**src/hw/rtl/spr_pkg.sv**
```systemverilog
// shared types, constants and helpers for the stream pattern replace unit
package spr_pkg;

  // size limits of pattern and replacement
  localparam int MAX_PATTERN     = 8;
  localparam int MAX_REPLACEMENT = 8;

  // width of a length register and of a job's byte count
  localparam int LEN_W = 4;

  // number of entries in the job queue between front and back
  localparam int JOB_DEPTH = 4;

  // byte value that breaks a partial match
  localparam logic [7:0] NEWLINE_CODE = 8'h0A;

  // input command codes
  localparam logic CMD_DATA = 1'b0;
  localparam logic CMD_END  = 1'b1;

  // configuration register indexes
  typedef enum logic [1:0] {
    REG_PATTERN_BYTES,
    REG_PATTERN_LENGTH,
    REG_REPLACEMENT_BYTES,
    REG_REPLACEMENT_LENGTH
  } spr_reg_t;

  // where the counted bytes of a job come from
  typedef enum logic {
    SRC_PATTERN,
    SRC_REPLACEMENT
  } spr_src_t;

  // input request payload
  typedef struct packed {
    logic       cmd;
    logic [7:0] in_byte;
  } spr_in_t;

  // result request payload
  typedef struct packed {
    logic [7:0] out_byte;
    logic       last_of_run;
  } spr_out_t;

  // one unit of work for the back end: count bytes from src, then an optional literal byte
  typedef struct packed {
    spr_src_t         src;
    logic [LEN_W-1:0] count;
    logic             has_byte;
    logic [7:0]       data;
  } spr_job_t;

  // byte k of a 64-bit register
  function automatic logic [7:0] byte_of(logic [63:0] word, logic [2:0] k);
    return word[{k, 3'b000} +: 8];
  endfunction

endpackage

```
**src/hw/rtl/spr_job_fifo.sv**
```systemverilog
// small register queue carrying jobs from the front end to the back end
module spr_job_fifo #(
  parameter int WIDTH = 8,
  parameter int DEPTH = 4
) (
  input  logic             clk,
  input  logic             rst,
  input  logic             push,
  input  logic [WIDTH-1:0] wdata,
  output logic             full,
  input  logic             pop,
  output logic [WIDTH-1:0] rdata,
  output logic             empty
);

  localparam int PW = (DEPTH > 1) ? $clog2(DEPTH) : 1;
  localparam int CW = $clog2(DEPTH + 1);

  logic [WIDTH-1:0] entries [DEPTH];
  logic [PW-1:0]    wr_ptr;
  logic [PW-1:0]    rd_ptr;
  logic [CW-1:0]    fill;
  logic             do_push;
  logic             do_pop;

  assign full    = (fill == CW'(DEPTH));
  assign empty   = (fill == '0);
  assign do_push = push && !full;
  assign do_pop  = pop && !empty;
  assign rdata   = entries[rd_ptr];

  // storage, written at the tail
  always_ff @(posedge clk) begin
    if (do_push) begin
      entries[wr_ptr] <= wdata;
    end
  end

  // pointers and fill level
  always_ff @(posedge clk) begin
    if (rst) begin
      wr_ptr <= '0;
      rd_ptr <= '0;
      fill   <= '0;
    end else begin
      if (do_push) begin
        wr_ptr <= (wr_ptr == PW'(DEPTH - 1)) ? '0 : wr_ptr + 1'b1;
      end
      if (do_pop) begin
        rd_ptr <= (rd_ptr == PW'(DEPTH - 1)) ? '0 : rd_ptr + 1'b1;
      end
      if (do_push && !do_pop) begin
        fill <= fill + 1'b1;
      end else if (do_pop && !do_push) begin
        fill <= fill - 1'b1;
      end
    end
  end

endmodule

```
**src/hw/rtl/spr_front.sv**
```systemverilog
// front end: accepts input requests, tracks the partial match and issues jobs
module spr_front #(
  parameter int MAX_PATTERN     = spr_pkg::MAX_PATTERN,
  parameter int MAX_REPLACEMENT = spr_pkg::MAX_REPLACEMENT
) (
  input  logic                    clk,
  input  logic                    rst,
  input  logic                    push,
  input  spr_pkg::spr_in_t        item,
  input  logic                    queue_full,
  input  logic [63:0]             pattern_bytes,
  input  logic [spr_pkg::LEN_W-1:0] pattern_length,
  input  logic [spr_pkg::LEN_W-1:0] replacement_length,
  output logic                    job_push,
  output spr_pkg::spr_job_t       job
);

  import spr_pkg::*;

  localparam int MW = (MAX_PATTERN > 1) ? $clog2(MAX_PATTERN) : 1;

  logic [MW-1:0]    matched;
  logic [MW-1:0]    matched_next;
  logic [LEN_W-1:0] plen;
  logic [LEN_W-1:0] rlen;
  logic [LEN_W-1:0] matched_ext;
  logic [7:0]       expected;
  logic             accept;

  assign accept      = push && !queue_full;
  assign matched_ext = LEN_W'(matched);
  assign expected    = byte_of(pattern_bytes, 3'(matched));

  // effective lengths after clamping
  always_comb begin
    if (pattern_length == '0) begin
      plen = LEN_W'(1);
    end else if (pattern_length > LEN_W'(MAX_PATTERN)) begin
      plen = LEN_W'(MAX_PATTERN);
    end else begin
      plen = pattern_length;
    end
    if (replacement_length > LEN_W'(MAX_REPLACEMENT)) begin
      rlen = LEN_W'(MAX_REPLACEMENT);
    end else begin
      rlen = replacement_length;
    end
  end

  // classify the accepted byte and build its job
  always_comb begin
    matched_next = matched;
    job_push     = 1'b0;
    job.src      = SRC_PATTERN;
    job.count    = '0;
    job.has_byte = 1'b0;
    job.data     = item.in_byte;
    if (accept) begin
      if (item.cmd == CMD_END) begin
        // flush the held prefix
        job.count    = matched_ext;
        job_push     = (matched != '0);
        matched_next = '0;
      end else if (matched == '0) begin
        if (item.in_byte == expected) begin
          if (plen <= LEN_W'(1)) begin
            job.src   = SRC_REPLACEMENT;
            job.count = rlen;
            job_push  = (rlen != '0);
          end else begin
            matched_next = MW'(1);
          end
        end else begin
          job.has_byte = 1'b1;
          job_push     = 1'b1;
        end
      end else begin
        if (item.in_byte == NEWLINE_CODE || item.in_byte != expected) begin
          // mismatch: held prefix then the offending byte
          job.count    = matched_ext;
          job.has_byte = 1'b1;
          job_push     = 1'b1;
          matched_next = '0;
        end else if (matched_ext + LEN_W'(1) >= plen) begin
          job.src      = SRC_REPLACEMENT;
          job.count    = rlen;
          job_push     = (rlen != '0);
          matched_next = '0;
        end else begin
          matched_next = matched + 1'b1;
        end
      end
    end
  end

  // matched prefix count
  always_ff @(posedge clk) begin
    if (rst) begin
      matched <= '0;
    end else begin
      matched <= matched_next;
    end
  end

endmodule

```
**src/hw/rtl/spr_back.sv**
```systemverilog
// back end: expands jobs into single bytes behind an output register
module spr_back (
  input  logic              clk,
  input  logic              rst,
  input  spr_pkg::spr_job_t job,
  input  logic              job_valid,
  output logic              job_pop,
  input  logic [63:0]       pattern_bytes,
  input  logic [63:0]       replacement_bytes,
  output logic              empty,
  input  logic              pop,
  output spr_pkg::spr_out_t result
);

  import spr_pkg::*;

  logic [LEN_W-1:0] idx;
  logic [LEN_W-1:0] total;
  logic             advance;
  logic             is_last;
  logic [7:0]       next_byte;
  logic             out_valid;

  assign total   = job.count + LEN_W'(job.has_byte);
  assign is_last = (idx == total - LEN_W'(1));
  assign advance = job_valid && (!out_valid || pop);
  assign job_pop = advance && is_last;
  assign empty   = !out_valid;

  // pick the byte for the current position of the job
  always_comb begin
    if (idx < job.count) begin
      if (job.src == SRC_REPLACEMENT) begin
        next_byte = byte_of(replacement_bytes, 3'(idx));
      end else begin
        next_byte = byte_of(pattern_bytes, 3'(idx));
      end
    end else begin
      next_byte = job.data;
    end
  end

  // position within the head job and output valid
  always_ff @(posedge clk) begin
    if (rst) begin
      idx       <= '0;
      out_valid <= 1'b0;
    end else begin
      if (advance) begin
        idx       <= is_last ? '0 : idx + 1'b1;
        out_valid <= 1'b1;
      end else if (pop) begin
        out_valid <= 1'b0;
      end
    end
  end

  // output payload register
  always_ff @(posedge clk) begin
    if (advance) begin
      result.out_byte    <= next_byte;
      result.last_of_run <= is_last;
    end
  end

endmodule

```
**src/hw/rtl/stream_pattern_replace_unit.sv**
```systemverilog
// top level of the stream pattern replace unit: configuration registers and wiring
//
// Replaces every occurrence of a configured byte pattern (1 to 8 bytes) in a byte
// stream by a configured replacement (0 to 8 bytes). The front end takes one input
// request per cycle as long as its four-entry job queue has room; a byte that only
// extends a partial match, or completes one with an empty replacement, leaves no job
// and costs nothing downstream. The back end sends one result per cycle while the
// output register is free or popped; an input causes 0 to 8 results. The sustained
// input rate is one byte per cycle while each byte yields at most one result and
// results are popped as they come. A first result passes the job queue, then the output
// register. A mismatch or newline inside a match gives the held prefix followed by the
// byte itself, which is not rechecked; an end command flushes the prefix. The user
// must write configuration only while the unit is idle; this is not enforced.
module stream_pattern_replace_unit #(
  parameter int MAX_PATTERN     = spr_pkg::MAX_PATTERN,
  parameter int MAX_REPLACEMENT = spr_pkg::MAX_REPLACEMENT
) (
  input  logic              clk,
  input  logic              rst,
  input  logic              push,
  output logic              full,
  input  spr_pkg::spr_in_t  item,
  output logic              empty,
  input  logic              pop,
  output spr_pkg::spr_out_t result,
  input  logic              cfg_write,
  input  logic [1:0]        cfg_index,
  input  logic [63:0]       cfg_data
);

  import spr_pkg::*;

  logic [63:0]      pattern_bytes;
  logic [LEN_W-1:0] pattern_length;
  logic [63:0]      replacement_bytes;
  logic [LEN_W-1:0] replacement_length;

  logic             job_push;
  logic             job_pop;
  logic             job_full;
  logic             job_empty;
  spr_job_t         job_in;
  spr_job_t         job_head;

  assign full = job_full;

  // configuration registers
  always_ff @(posedge clk) begin
    if (rst) begin
      pattern_bytes      <= '0;
      pattern_length     <= LEN_W'(1);
      replacement_bytes  <= '0;
      replacement_length <= '0;
    end else if (cfg_write) begin
      unique case (spr_reg_t'(cfg_index))
        REG_PATTERN_BYTES:      pattern_bytes      <= cfg_data;
        REG_PATTERN_LENGTH:     pattern_length     <= cfg_data[LEN_W-1:0];
        REG_REPLACEMENT_BYTES:  replacement_bytes  <= cfg_data;
        REG_REPLACEMENT_LENGTH: replacement_length <= cfg_data[LEN_W-1:0];
        default: ;
      endcase
    end
  end

  // match tracking and job issue
  spr_front #(
    .MAX_PATTERN     (MAX_PATTERN),
    .MAX_REPLACEMENT (MAX_REPLACEMENT)
  ) u_front (
    .clk                (clk),
    .rst                (rst),
    .push               (push),
    .item               (item),
    .queue_full         (job_full),
    .pattern_bytes      (pattern_bytes),
    .pattern_length     (pattern_length),
    .replacement_length (replacement_length),
    .job_push           (job_push),
    .job                (job_in)
  );

  // job queue between the two halves
  spr_job_fifo #(
    .WIDTH ($bits(spr_job_t)),
    .DEPTH (JOB_DEPTH)
  ) u_job_fifo (
    .clk   (clk),
    .rst   (rst),
    .push  (job_push),
    .wdata (job_in),
    .full  (job_full),
    .pop   (job_pop),
    .rdata (job_head),
    .empty (job_empty)
  );

  // byte expansion and result register
  spr_back u_back (
    .clk               (clk),
    .rst               (rst),
    .job               (job_head),
    .job_valid         (!job_empty),
    .job_pop           (job_pop),
    .pattern_bytes     (pattern_bytes),
    .replacement_bytes (replacement_bytes),
    .empty             (empty),
    .pop               (pop),
    .result            (result)
  );

  // front never issues into a full queue
  assert property (@(posedge clk) disable iff (rst) !(job_push && job_full))
    else $error("job issued into a full queue");

  // back only retires a job that is present
  assert property (@(posedge clk) disable iff (rst) job_pop |-> !job_empty)
    else $error("job retired from an empty queue");

  // an issued job is waiting in the queue in the next cycle
  assert property (@(posedge clk) disable iff (rst) job_push |=> !job_empty)
    else $error("issued job lost");

endmodule

```
**config.mk**
```make
export PLATFORM = sky130hd
export DESIGN_NAME = stream_pattern_replace_unit
export DESIGN_NICKNAME = d
export VERILOG_FILES = /design/src/hw/rtl/spr_pkg.sv /design/src/hw/rtl/spr_job_fifo.sv /design/src/hw/rtl/spr_front.sv /design/src/hw/rtl/spr_back.sv /design/src/hw/rtl/stream_pattern_replace_unit.sv
export SDC_FILE = /design/constraint.sdc
export NUM_CORES = 1
export LEC_CHECK = 0
export BUFFER_PORTS_ARGS = -buffer_cell sky130_fd_sc_hd__buf_2
export CAP_MARGIN = 10
export CORE_MARGIN = 10
export CORE_UTILIZATION = 56
export CTS_BUF_LIST = sky130_fd_sc_hd__clkbuf_8
export DETAILED_ROUTE_END_ITERATION = 16
export GPL_ROUTABILITY_DRIVEN = 0
export HOLD_SLACK_MARGIN = 0.06
export PLACE_DENSITY_LB_ADDON = 0.1
export SLEW_MARGIN = 10
export SYNTH_ARGS = -nofsm -noshare
export SYNTH_HDL_FRONTEND = slang
export SYNTH_SLANG_ARGS = --single-unit
```
**constraint.sdc**
```tcl
create_clock -name clk -period 3.3 [get_ports clk]
set_clock_uncertainty 0.05 [all_clocks]
set_input_delay 0.33 -clock clk [delete_from_list [all_inputs] [get_ports clk]]
set_output_delay 0.33 -clock clk [all_outputs]
set_load 0.02 [all_outputs]
```
=== Word level (Yosys, flattened, before mapping) ===
Memories as Yosys holds them, arrays and structs flattened. A register that Yosys moved wholly into a read port is not among the register bits.
Index checks and enable logic that the tools add are counted.
W data, S select, Z words.

* Add/subtract/negate cells: 9
* $mul: 0
* Div/mod/pow operators: 0
* $lt $le $gt $ge: 5
* Equality and inequality tests: 12
* Shift operators: 3
* Multiplexer cells: 41
* Bitwise logic cells: 0
* Reduce and logical (&&, ||, !) cells: 27

{| class="wikitable"
|+ Operator list
! kind !! number
|-
| $shiftx A64 B7 Y8 || 3
|-
| $mux W3 || 8
|-
| $mux W4 || 6
|-
| $mux W1 || 16
|-
| $mux W8 || 2
|-
| $mux W5 || 3
|-
| $mux W6 || 2
|-
| $eq A2 B2 Y1 const B || 4
|-
| $eq A8 B4 Y1 const B || 1
|-
| $eq A8 B8 Y1 || 1
|-
| $gt A4 B4 Y1 const B || 2
|-
| $mux W2 || 4
|-
| $ne A8 B8 Y1 || 1
|-
| $reduce_and A2 Y1 || 4
|-
| $logic_and A1 B1 Y1 || 7
|-
| $add A3 B1 Y3 const B || 2
|-
| $logic_not A3 Y1 || 2
|-
| $ne A3 B3 Y1 const B || 2
|-
| $logic_not A1 Y1 || 5
|-
| $add A2 B1 Y2 const B || 2
|-
| $add A3 B1 Y4 const B || 1
|-
| $add A4 B1 Y4 || 1
|-
| $add A4 B1 Y4 const B || 1
|-
| $eq A4 B4 Y1 || 1
|-
| 14 further kinds || 16
|}

* Flip-flop bits (word level): 160
* Bits in latches: 0
* RAM bits: 56
* Bits in read-only memories: 0
* Input port bits: 80
* Memories kept: 1

{| class="wikitable"
|+ Memories
! memory !! depth !! bits a word !! read ports !! clocked after memory_dff !! wr ports !! RTL line !! source
|-
| u_job_fifo.entries || 4 || 14 || 1 || 1 || 1 || spr_job_fifo.sv:19 || <nowiki>logic [WIDTH-1:0] entries [DEPTH];</nowiki>
|}

=== Longest topological paths before layout ===
Gate-level depths: netlist of the first run.

* Depth after elaboration: 14
* Gate-level depth with buffers: 18
* Mapped depth without buffers: 16

=== Hierarchy ===
Synthesis of the first run repeated with hierarchy kept, for this count alone.

* Cell total of the unflattened synthesis: 937
* Area total of the unflattened synthesis: 11233.3 sq um

{| class="wikitable"
|+ By module, submodules not included
! module !! instances !! cells each !! area each (sq um) !! sequential area each (sq um)
|-
| stream_pattern_replace_unit || 1 || 516 || 5599.1 || 2722.6
|-
| spr_job_fifo || 1 || 123 || 2521.2 || 1861.8
|-
| spr_back || 1 || 136 || 1861.8 || 370.4
|-
| spr_front || 1 || 162 || 1251.2 || 60.1
|}

=== Worst setup path before layout of the first run ===
Ideal clock, no wire load.

* Path type: reg2reg
* Start point: register with a tool-made name
* End point: register u_job_fifo.fill[2]
* Data arrival time: 3.542 ns
* Required time: 3.180 ns
* Path slack: -0.363 ns
* Stages on the path, launching flop included: 18
* Path buffers: 2
* Period minus slack after synthesis: 3.663 ns
* Path through: dfxtp_1 buf_2 buf_2 mux4_2 inv_1 ha_1 ha_1 xnor2_1 and3_1 o2111a_1 and2_0 inv_1 ha_1 inv_1 fa_1 xor2_1 or3_1 a21oi_1

{| class="wikitable"
|+ RTL lines
! what !! RTL line !! source
|-
| end signal, assigned || spr_job_fifo.sv:53 || <nowiki>fill <= fill + 1'b1;</nowiki>
|-
| end signal, assigned || spr_job_fifo.sv:55 || <nowiki>fill <= fill - 1'b1;</nowiki>
|-
| end, declared || spr_job_fifo.sv:22 || <nowiki>logic [CW-1:0] fill;</nowiki>
|}

==> results.py, run 1 <==
metrics = {
    "synth": {
        "seq_area_frac_synth": 0.504,
        "synthFlopType": "dfxtp_1",
        "synth_top_area_share": 0.308,
        "synth_cells": 960,
        "avgSynthCellArea_um2": 10.4,
        "synth_warnings": 0,
        "synth_cell_types": 54,
        "synth_area_mm2": 0.00994,
        "synth_seq_cells": 218,
        "synth-edff-count": 65,
        "async_reset_ff_frac": 0,
        "yosys-top-cells-area": "dfxtp_1 (31%), edfxtp_1 (20%), mux4_2 (14%)",
        "synth_top_cell_by_area": "dfxtp_1",
        "syn_nets": 1059,
    },
    "floorplan": {
        "coreArea_mm2": 0.0174,
        "die-area_mm2": 0.0235,
        "die_y_um": 153,
        "die_w_um": 153,
        "rows": 48,
        "ios": 91,
        "start_util": 0.573,
    },
    "worst_setup_path": {
        "slowest_delay_ns": 0.51,
        "critPathRequiredTime_ns": 3.69,
        "critPathKind": "register to register",
        "reg2regPathDepth": 15,
        "path_cells": "mux4_2 -> inv_2 -> ha_4 -> ha_4 -> xnor2_2 -> and3_1 -> o2111a_1 -> and2_4 -> inv_1 -> ha_2 -> inv_1 -> fa_2 -> xor2_1 -> or3_1 -> a21oi_2",
        "cp.arrival_ns": 3.62,
        "cp-start-kind": "register",
        "crit_path_max_fanout": 5,
        "cpMaxStageDelayCell": "mux4_2",
        "r2r_setup_slack_ns": 0.08,
        "reg2reg_to": "u_job_fifo.fill[2]$_SDFFE_PP0P_",
        "critPathCaptureType": "register",
    },
    "final_layout": {
        "final_core_util": 0.704,
        "multiInputGateArea_mm2": 0.00467,
        "drive_gt1_frac": 0.230,
        "fill_cells": 1282,
        "area_growth_syn_to_layout_pct": 22.8,
        "nets": 1223,
        "final-seq-area_mm2": 0.00502,
        "antenna_cells": 0,
    },
    "clock_network": {
        "cts-buffers-inserted": 36,
        "clk_pin_slew_worst_paths_ns": 0.06,
        "cts_max_path_buffers": 3,
        "root_buffer": "clkbuf_8",
        "cts_tree": "yes",
        "htree_levels": 2,
        "insertion_delay_ns": 0.53,
        "postCtsSetupBuffers": 0,
        "cts_sinks": 218,
    },
    "global_route": {
        "grt_max_degree": 107,
        "grt_overflow": 0,
        "grt_pass1_vias": 7769,
        "grt_util_all_layers": 0.221,
        "antenna_found_initial": 0,
        "grt_pass1_wl_um": 42300,
    },
    "route": {
        "vias_per_cell": 5.71,
        "antenna_left": 0,
        "maxUsedRoutingLayer": "met4",
        "wl_um": 26500,
        "wl_met1_um": 10800,
        "wl_met2_um": 13100,
        "drc": 0,
        "dr_wl_met3_um": 1690,
        "wl_per_cell_um": 19.3,
        "drtIter0Drc": 576,
        "drtPass1Iterations": 5,
        "num_vias": 7860,
    },
    "place": {
        "io_buffers": 90,
        "hpwl_um": 17800,
    },
    "status": {
        "outcome": "finished, final reports clean",
    },
    "pwr": {
        "ir_drop_mv": 0.480,
        "p_leak_nw": 4.51,
        "p_total_mw": 7.14,
        "powerDensity_mw_per_mm2": 585,
    },
    "sta": {
        "max-slew-margin-rel": 0.411,
        "whs_ns": 0.132,
        "rsz0062_at_grt": "true",
        "fmax_mhz": 310,
        "hold_viol": 0,
        "worst_slew_pin_slew_ns": 0.883,
        "setup_viol": 0,
        "slew_violations": 0,
        "period_share": 0.977,
        "finalCriticalPeriod_ns": 3.22,
    },
    "worst_hold_path": {
        "worstHoldEndpoint": "u_job_fifo.entries[1][7]$_DFFE_PP_",
        "holdPathStages": 1,
        "min_path_type": "input pin to register",
        "min_from": "item[7]",
    },
    "job": {
        "max_cap_violations": 0,
    },
}
[repair_timing]
action                                 4_1_cts  5_1_grt
endpoints found under the hold margin      159        0
hold buffers                                72        0
setup endpoints to repair                    1       64
resized for setup                            2        9
gates cloned                                 0        0
[placed cells by master, fill, tap and decap left out, types with 4 or more instances in the layout]
cell type      synthesis  final
and2_1                 7      7
xor2_1                 9      9
a22o_1                 4      4
a21o_1                 4      4
nor2_1                29     28
a22oi_1                4      4
nand2_1              273    273
nor2b_1                7      7
clkinv_1               0      4
mux4_2                60     60
o21ai_0                6      6
inv_1                 15     22
clkinv_2               0      5
mux2i_1               30     29
buf_2                  3     89
and3_1                 5      5
dlygate4sd3_1          0     72
nand3_1                4      4
dfxtp_1              153    149
buf_4                  1     24
edfxtp_1              65     65
nand2b_1               7      7
buf_12                 0      5
ha_1                  18     15
clkbuf_8               0     45
a21oi_1              140    138
mux2_2                10     10
[cell families after synthesis]
| group | synth area share |
|---|---|
| AND/OR/NAND/NOR | 0.150 |
| flip-flops | 0.504 |
| AO/OA/AOI/OAI | 0.0984 |
| multiplexers | 0.177 |
| buffers and inverters | 0.0336 |
| adder cells (fa/ha/maj) | 0.0247 |
| XOR/XNOR | 0.0115 |
[worst max-delay path: cells and delay by family (launching register included)]
family | cells | cell delay [ns]
DFF | 1 | 0.38
muxes | 1 | 0.51
and+or+nand+nor | 3 | 0.66
adders and majority gates | 4 | 0.76
xor gates and xnor gates | 2 | 0.24
buffers and inverters | 3 | 0.19
AOI/OAI and AO/OA | 2 | 0.37
[flip-flops by register name, indices dropped and copies added, names as in the netlist, named ones only]
name	count
u_job_fifo.wr_ptr	2
pattern_length	4
pattern_bytes	64
u_back.result	9
replacement_length	4
replacement_bytes	64
u_back.idx	4
u_job_fifo.fill	3
u_job_fifo.entries	56
u_job_fifo.rd_ptr	2
u_back.out_valid	1
u_front.matched	3
[report_power, final]
part | total (mW) | switching [mW] | leakage, nW | internal, mW
Clock | 2.38 | 1.07 | 0.412 | 1.31
Sequential | 3.15 | 0.145 | 1.84 | 3.01
Combinational | 1.61 | 0.858 | 2.26 | 0.754
Total | 7.14 | 2.07 | 4.51 | 5.07
[cells in the mapped netlist (2+ instances only)]
master and count:
nand2_1 273, dfxtp_1 153, a21oi_1 140, edfxtp_1 65, mux4_2 60, clkbuf_1 48
mux2i_1 30, nor2_1 29, ha_1 18, inv_1 15, mux2_2 10, xor2_1 9
buf_1 8, and2_1 7, nand2b_1 7, nor2b_1 7, o21ai_0 6, and3_1 5
a21o_1 4, a22o_1 4, a22oi_1 4, buf_6 4, nand3_1 4, xnor2_1 4
a32o_1 3, buf_2 3, nand4_1 3, or3_1 3, a31oi_1 2, nand4b_1 2
nor3_1 2, nor3b_1 2, o211ai_1 2, o22ai_1 2, o31ai_1 2, or2_2 2
[area by class of cell]
type	count	area share
multi-input cells	663	0.382
repair buffers	190	0.118
flip-flops and latches	218	0.411
well taps	225	0.0231
clock buffers	45	0.0507
clock inverters	21	0.00973
inverters	15	0.00461
[per-layer routing]
metal,GRT usage,vias to the layer above
met5,0,-
met4,0.0904,0
met3,0.0435,56
met2,0.366,282
met1,0.278,3787
li1,-,3735
[worst max-delay path by stage]
stage               cells after the start  slack, ns  startpoint                              end
floorplan                              17      0.005    register  u_job_fifo.fill[2]$_SDFFE_PP0P_
detailed placement                     16      -0.05    register  u_job_fifo.fill[2]$_SDFFE_PP0P_
finish                                 15       0.08    register  u_job_fifo.fill[2]$_SDFFE_PP0P_
global route                           15      -0.07    register  u_job_fifo.fill[2]$_SDFFE_PP0P_
global placement                       16      -0.01    register  u_job_fifo.fill[2]$_SDFFE_PP0P_
CTS                                    16       0.01    register  u_job_fifo.fill[2]$_SDFFE_PP0P_
[through the flow]
stage	instances	setup TNS [ns]	cell area, um2	worst slack, ns
finish	1377	0	12200	0.0765
global route	1377	-0.0735	12200	-0.0735
CTS	1377	0	12200	0.0123
detailed placement	1239	-0.0498	10700	-0.0498
global placement	1239	-0.00977	10700	-0.00977
floorplan	960	0	10000	0.00521
Power figures use the tool's default switching activity.
==> run 2: changes to the inputs <==
--- a/config.mk
+++ b/config.mk
@@ -5,6 +5,7 @@
 export SDC_FILE = /design/constraint.sdc
 export NUM_CORES = 1
 export LEC_CHECK = 0
+export ABC_CLOCK_PERIOD_IN_PS = 3300
 export BUFFER_PORTS_ARGS = -buffer_cell sky130_fd_sc_hd__buf_2
 export CAP_MARGIN = 10
 export CORE_MARGIN = 10
@@ -13,7 +14,9 @@
 export DETAILED_ROUTE_END_ITERATION = 16
 export GPL_ROUTABILITY_DRIVEN = 0
 export HOLD_SLACK_MARGIN = 0.06
+export MAX_ROUTING_LAYER = met4
 export PLACE_DENSITY_LB_ADDON = 0.1
+export SETUP_SLACK_MARGIN = 0.5
 export SLEW_MARGIN = 10
 export SYNTH_ARGS = -nofsm -noshare
 export SYNTH_HDL_FRONTEND = slang
==> run 2 against run 1 <==
- setup slack got worse by 0.019 ns
- via count increased by 2.0%
- non-clock buffer count increased by 26
- clock power decreased by 5%
- total power increased by 1.4%
- critical path type unchanged
==> results.py, run 2 (same netlist as run 1, synthesis figures left out) <==
metrics = {
    "worst_setup_path": {
        "cpMaxStageDelayCell": "mux4_2",
        "slowest_delay_ns": 0.51,
        "cp_num_buf_inv": 3,
        "critPathRequiredTime_ns": 3.69,
        "cp-start-kind": "register",
        "cp.arrival_ns": 3.63,
        "path_cells": "mux4_2 -> inv_2 -> ha_4 -> ha_4 -> xnor2_4 -> nand2b_4 -> o211ai_1 -> o2111a_1 -> and2_4 -> inv_4 -> ha_4 -> inv_2 -> fa_2 -> xor2_1 -> or3_1 -> a21oi_1",
        "cp_num_cells": 16,
        "critPathTopFamily": "adder cells",
        "crit_path_max_fanout": 5,
        "critPathKind": "register to register",
        "critPathCaptureType": "register",
        "cpMostUsedCell": "ha_4",
        "reg2regPathDepth": 16,
    },
    "route": {
        "wl_um": 27700,
        "drtPass1Iterations": 5,
        "drtIter0Drc": 779,
        "vias_per_cell": 5.70,
        "num_vias": 8016,
        "wl_per_cell_um": 19.7,
        "antenna_left": 0,
        "drc": 0,
    },
    "place": {
        "placed_area_mm2": 0.0107,
        "hpwl_um": 17700,
        "io_buffers": 90,
        "preCtsSetupSlack_ns": 0.00988,
        "dp_cells": 1238,
    },
    "global_route": {
        "grt_max_degree": 80,
        "grt_util_all_layers": 0.229,
        "antenna_found_initial": 0,
        "grt_overflow": 0,
        "grt_pass1_vias": 7784,
        "grt_pass1_wl_um": 42300,
    },
    "worst_hold_path": {
        "holdPathStages": 4,
        "min_path_type": "input pin to register",
    },
    "clock_network": {
        "root_buffer": "clkbuf_8",
        "clk_pin_slew_worst_paths_ns": 0.06,
        "insertion_delay_ns": 0.54,
        "cts_tree": "yes",
        "htree_levels": 2,
        "cts-buffers-inserted": 37,
        "cts_sinks": 218,
        "cts_max_path_buffers": 3,
    },
    "sta": {
        "final.setup.worst_slack_ns": 0.0576,
        "slew_violations": 0,
        "period_share": 0.983,
        "rsz0062_at_grt": "true",
        "hold_viol": 0,
        "setup_viol": 0,
        "finalCriticalPeriod_ns": 3.24,
        "worst_slew_pin_slew_ns": 0.866,
        "fmax_mhz": 308,
        "whs_ns": 0.212,
        "max-slew-margin-rel": 0.423,
        "tns_ns": 0,
    },
    "floorplan": {
        "rows": 48,
        "die_y_um": 153,
        "die_w_um": 153,
        "ios": 91,
        "die-area_mm2": 0.0235,
        "start_util": 0.573,
        "coreArea_mm2": 0.0174,
    },
    "final_layout": {
        "layout.cells.non_filler": 1406,
        "drive_gt1_frac": 0.260,
        "layout_common_cells": "nand2_1 (271), dfxtp_1 (148), a21oi_1 (137)",
        "area_growth_syn_to_layout_pct": 26.5,
        "nets": 1254,
        "top_regs": "pattern_bytes (64), replacement_bytes (64), u_job_fifo.entries (56)",
        "layout_commonest_cell": "nand2_1",
        "antenna_cells": 0,
        "final_area_mm2": 0.0126,
    },
    "pwr": {
        "powerDensity_mw_per_mm2": 576,
        "p_leak_nw": 4.72,
        "ir_drop_mv": 0.555,
    },
    "job": {
        "max_cap_violations": 0,
    },
    "status": {
        "outcome": "finished, final reports clean",
    },
}
-- run 2: cell count changes in the layout (fill, tap and decap cells not counted), moves of 3 or more --
cell      previous run  this run
and2_4               2        11
mux2_4               0         3
buf_4               24        40
a32o_2               0         3
clkinv_2             5         2
a32o_1               3         0
mux2_2              10         7
buf_6                0         6
and2_1               7         2
-- run 2: final cells by class --
| class | instances | area, um2 |
|---|---|---|
| clock buffer | 43 | 592 |
| clock inverter | 22 | 98.8 |
| fill | 1269 | 4780 |
| inverter | 15 | 58.8 |
| multi-input combinational | 667 | 4800 |
| sequential | 218 | 5030 |
| tap | 225 | 282 |
| timing repair buffer | 216 | 1710 |
-- run 2: what timing repair did --
action | 4_1_cts | 5_1_grt
setup buffers | 7 | 15
endpoints found under the hold margin | 166 | 0
cloned | 2 | 5
hold buffers | 74 | 0
resized for setup | 29 | 23
pin swaps | 12 | 13
setup endpoints to repair | 84 | 95
-- run 2: path summary, 6_finish.rpt --
| kind | from | endpoint | slack (ns) |
|---|---|---|---|
| max | register | u_job_fifo.fill[2]$_SDFFE_PP0P_ | 0.06 |
| min | item[8] | u_front.matched[2]$_SDFFE_PP0P_ | 0.21 |
| max reg2reg | register | u_job_fifo.fill[2]$_SDFFE_PP0P_ | 0.06 |
| min reg2reg | replacement_bytes[36]$_SDFFE_PP0P_ | replacement_bytes[36]$_SDFFE_PP0P_ | 0.40 |
-- run 2: worst reg2reg max path, cell delays in order (launching register included) --
cell and delay (ns):
dfxtp_4 0.39, mux4_2 0.51, inv_2 0.08, ha_4 0.14
ha_4 0.15, xnor2_4 0.12, nand2b_4 0.14, o211ai_1 0.09
o2111a_1 0.16, and2_4 0.18, inv_4 0.06, ha_4 0.13
inv_2 0.04, fa_2 0.34, xor2_1 0.15, or3_1 0.31
a21oi_1 0.14
-- run 2: layer usage --
| metal | vias up | global-route usage | routed length (um) |
|---|---|---|---|
| met2 | 265 | 0.367 | 14000 |
| met1 | 3900 | 0.281 | 11200 |
| met3 | 52 | 0.0376 | 1620 |
| li1 | 3799 | - | - |
| met5 | - | - | 0 |
| met4 | 0 | 0.0990 | 926 |
-- run 2: per-stage QoR --
stage / total power [mW] / utilization
floorplan: 4.27 / -
global placement: 4.72 / 0.617
detailed placement: 4.75 / 0.617
CTS: 7.17 / 0.710
global route: 7.58 / 0.725
finish: 7.24 / 0.725
-- run 2: report_power, final --
part / total [mW] / internal [mW] / switching, mW
Sequential: 3.16 / 3.01 / 0.152
Clock: 2.26 / 1.19 / 1.07
Combinational: 1.82 / 0.902 / 0.918
Total: 7.24 / 5.10 / 2.14
==> run 3: changes to the inputs <==
--- a/config.mk
+++ b/config.mk
@@ -9,13 +9,13 @@
 export BUFFER_PORTS_ARGS = -buffer_cell sky130_fd_sc_hd__buf_2
 export CAP_MARGIN = 10
 export CORE_MARGIN = 10
-export CORE_UTILIZATION = 56
+export CORE_UTILIZATION = 36
 export CTS_BUF_LIST = sky130_fd_sc_hd__clkbuf_8
 export DETAILED_ROUTE_END_ITERATION = 16
 export GPL_ROUTABILITY_DRIVEN = 0
 export HOLD_SLACK_MARGIN = 0.06
 export MAX_ROUTING_LAYER = met4
-export PLACE_DENSITY_LB_ADDON = 0.1
+export PLACE_DENSITY = 0.59
 export SETUP_SLACK_MARGIN = 0.5
 export SLEW_MARGIN = 10
 export SYNTH_ARGS = -nofsm -noshare
==> run 3 against run 2 <==
- fmax up 2.0%
- global-route usage down 5.5 points
- critical path depth is the same
- routed wire length up 7.0%
- hold slack worse by 0.11 ns
==> results.py, run 3 (same netlist as run 1, synthesis figures left out) <==
metrics = {
    "sta": {
        "worst_slew_pin_slew_ns": 0.927,
        "finalCriticalPeriod_ns": 3.18,
        "hold_viol": 0,
        "setup_viol": 0,
        "slew_violations": 0,
        "max-slew-margin-rel": 0.382,
        "rsz0062_at_grt": "true",
        "tns_ns": 0,
        "period_share": 0.963,
        "fmax_mhz": 315,
    },
    "worst_setup_path": {
        "critPathCaptureType": "register",
        "reg2reg_to": "u_job_fifo.fill[2]$_SDFFE_PP0P_",
        "r2r_setup_slack_ns": 0.12,
        "cp.arrival_ns": 3.59,
        "crit_path_max_fanout": 5,
        "cp-start-kind": "register",
        "critPathRequiredTime_ns": 3.71,
        "reg2regPathDepth": 16,
        "critPathKind": "register to register",
    },
    "worst_hold_path": {
        "holdPathStages": 1,
        "min_from": "item[7]",
        "worstHoldEndpoint": "u_job_fifo.entries[3][7]$_DFFE_PP_",
        "min_path_type": "input pin to register",
    },
    "clock_network": {
        "root_buffer": "clkbuf_8",
        "htree_levels": 2,
        "cts_sinks": 218,
        "insertion_delay_ns": 0.54,
        "cts_tree": "yes",
        "cts-buffers-inserted": 38,
        "cts_max_path_buffers": 3,
        "clk_pin_slew_worst_paths_ns": 0.06,
    },
    "pwr": {
        "powerDensity_mw_per_mm2": 574,
        "p_total_mw": 7.32,
        "p_leak_nw": 4.72,
        "ir_drop_mv": 0.276,
    },
    "final_layout": {
        "final_area_mm2": 0.0127,
        "area_growth_syn_to_layout_pct": 28.2,
        "top_regs": "pattern_bytes (64), replacement_bytes (64), u_job_fifo.entries (56)",
        "final_core_util": 0.470,
        "fill_cells": 2511,
        "layout_common_cells": "nand2_1 (272), dfxtp_1 (148), a21oi_1 (137)",
        "drive_gt1_frac": 0.258,
        "nets": 1245,
        "layout_commonest_cell": "nand2_1",
        "antenna_cells": 0,
    },
    "global_route": {
        "antenna_found_initial": 0,
        "grt_max_degree": 80,
        "grt_util_all_layers": 0.174,
        "grt_pass1_wl_um": 45300,
        "grt_pass1_vias": 7934,
        "grt_overflow": 0,
    },
    "floorplan": {
        "rows": 60,
        "ios": 91,
        "start_util": 0.367,
        "coreArea_mm2": 0.0271,
        "die-area_mm2": 0.0347,
        "die_y_um": 186,
        "die_w_um": 186,
    },
    "route": {
        "vias_per_cell": 5.14,
        "antenna_left": 0,
        "num_vias": 7930,
        "drtIter0Drc": 736,
        "drc": 0,
        "drtPass1Iterations": 5,
        "wl_um": 29700,
        "wl_per_cell_um": 19.2,
    },
    "job": {
        "max_cap_violations": 0,
    },
    "place": {
        "hpwl_um": 19000,
        "placed_area_mm2": 0.0109,
        "io_buffers": 90,
    },
    "status": {
        "outcome": "finished, final reports clean",
    },
}
-- run 3: cell count changes in the layout (fill, tap and decap cells not counted), moves of 2 or more --
cell,change
buf_4,-12
mux2_2,-5
mux2_4,+5
dlygate4sd3_1,-3
buf_8,+2
clkinv_1,-2
inv_1,+2
-- run 3: layer usage --
layer / global-route usage / vias to the layer above / part of all wire
li1: - / 3784 / -
met1: 0.223 / 3854 / 0.44
met2: 0.273 / 245 / 0.49
met3: 0.0320 / 47 / 0.055
met4: 0.0580 / 0 / 0.021
met5: - / - / 0
-- run 3: worst max path at each step --
stage | startpoint | to | slack (ns) | cells after the start
after floorplan | register | u_job_fifo.fill[2]$_SDFFE_PP0P_ | 0.07 | 17
after global placement | register | u_job_fifo.fill[2]$_SDFFE_PP0P_ | 0.12 | 15
after detailed placement | register | u_job_fifo.fill[2]$_SDFFE_PP0P_ | 0.04 | 15
after CTS | register | u_job_fifo.fill[2]$_SDFFE_PP0P_ | 0.14 | 16
after global routing | register | u_job_fifo.fill[2]$_SDFFE_PP0P_ | 0.005 | 16
final | register | u_job_fifo.fill[2]$_SDFFE_PP0P_ | 0.12 | 16
-- run 3: worst max-delay path: stages, from the launching register on --
cell and delay (ns):
dfxtp_4 0.38, mux4_2 0.51, inv_2 0.09, ha_4 0.15
ha_4 0.13, xnor2_2 0.12, nand2b_4 0.15, o211ai_1 0.09
o2111a_1 0.16, and2_4 0.17, inv_2 0.06, ha_4 0.12
inv_2 0.03, fa_2 0.33, xor2_1 0.15, or3_1 0.31
a21oi_1 0.12
-- run 3: report_power, final --
group | leakage, nW | internal, mW | switching (mW) | total (mW)
Sequential | 1.84 | 3.01 | 0.125 | 3.13
Clock | 0.409 | 1.19 | 1.10 | 2.30
Combinational | 2.47 | 0.911 | 0.982 | 1.89
-- run 3: through the flow --
| step | std cells | setup slack (ns) | hold slack, ns |
|---|---|---|---|
| after floorplan | 960 | 0.0722 | 0.379 |
| after global routing | 1544 | 0.00505 | 0.0736 |
| final | 1544 | 0.121 | 0.101 |
| after detailed placement | 1385 | 0.0400 | 0.395 |
| after CTS | 1538 | 0.141 | 0.0621 |
| after global placement | 1385 | 0.122 | 0.389 |
-- run 3: area by class of cell --
class                           count  area (um2)  share of cell area
Clock buffer                       43         592              0.0464
Clock inverter                     23         103             0.00805
Tap cell                          372         465              0.0365
Sequential cell                   218        5030               0.395
Inverter                           15        56.3             0.00442
Multi-Input combinational cell    667        4810               0.377
Timing Repair Buffer              206        1680               0.132
-- run 3: repair_timing --
item,in CTS,in global routing
setup buffers,12,2
resized for setup,41,17
pin swaps,13,9
endpoints found under the setup margin,89,89
endpoints found under the hold margin,159,0
hold buffers,71,0
cloned,4,4
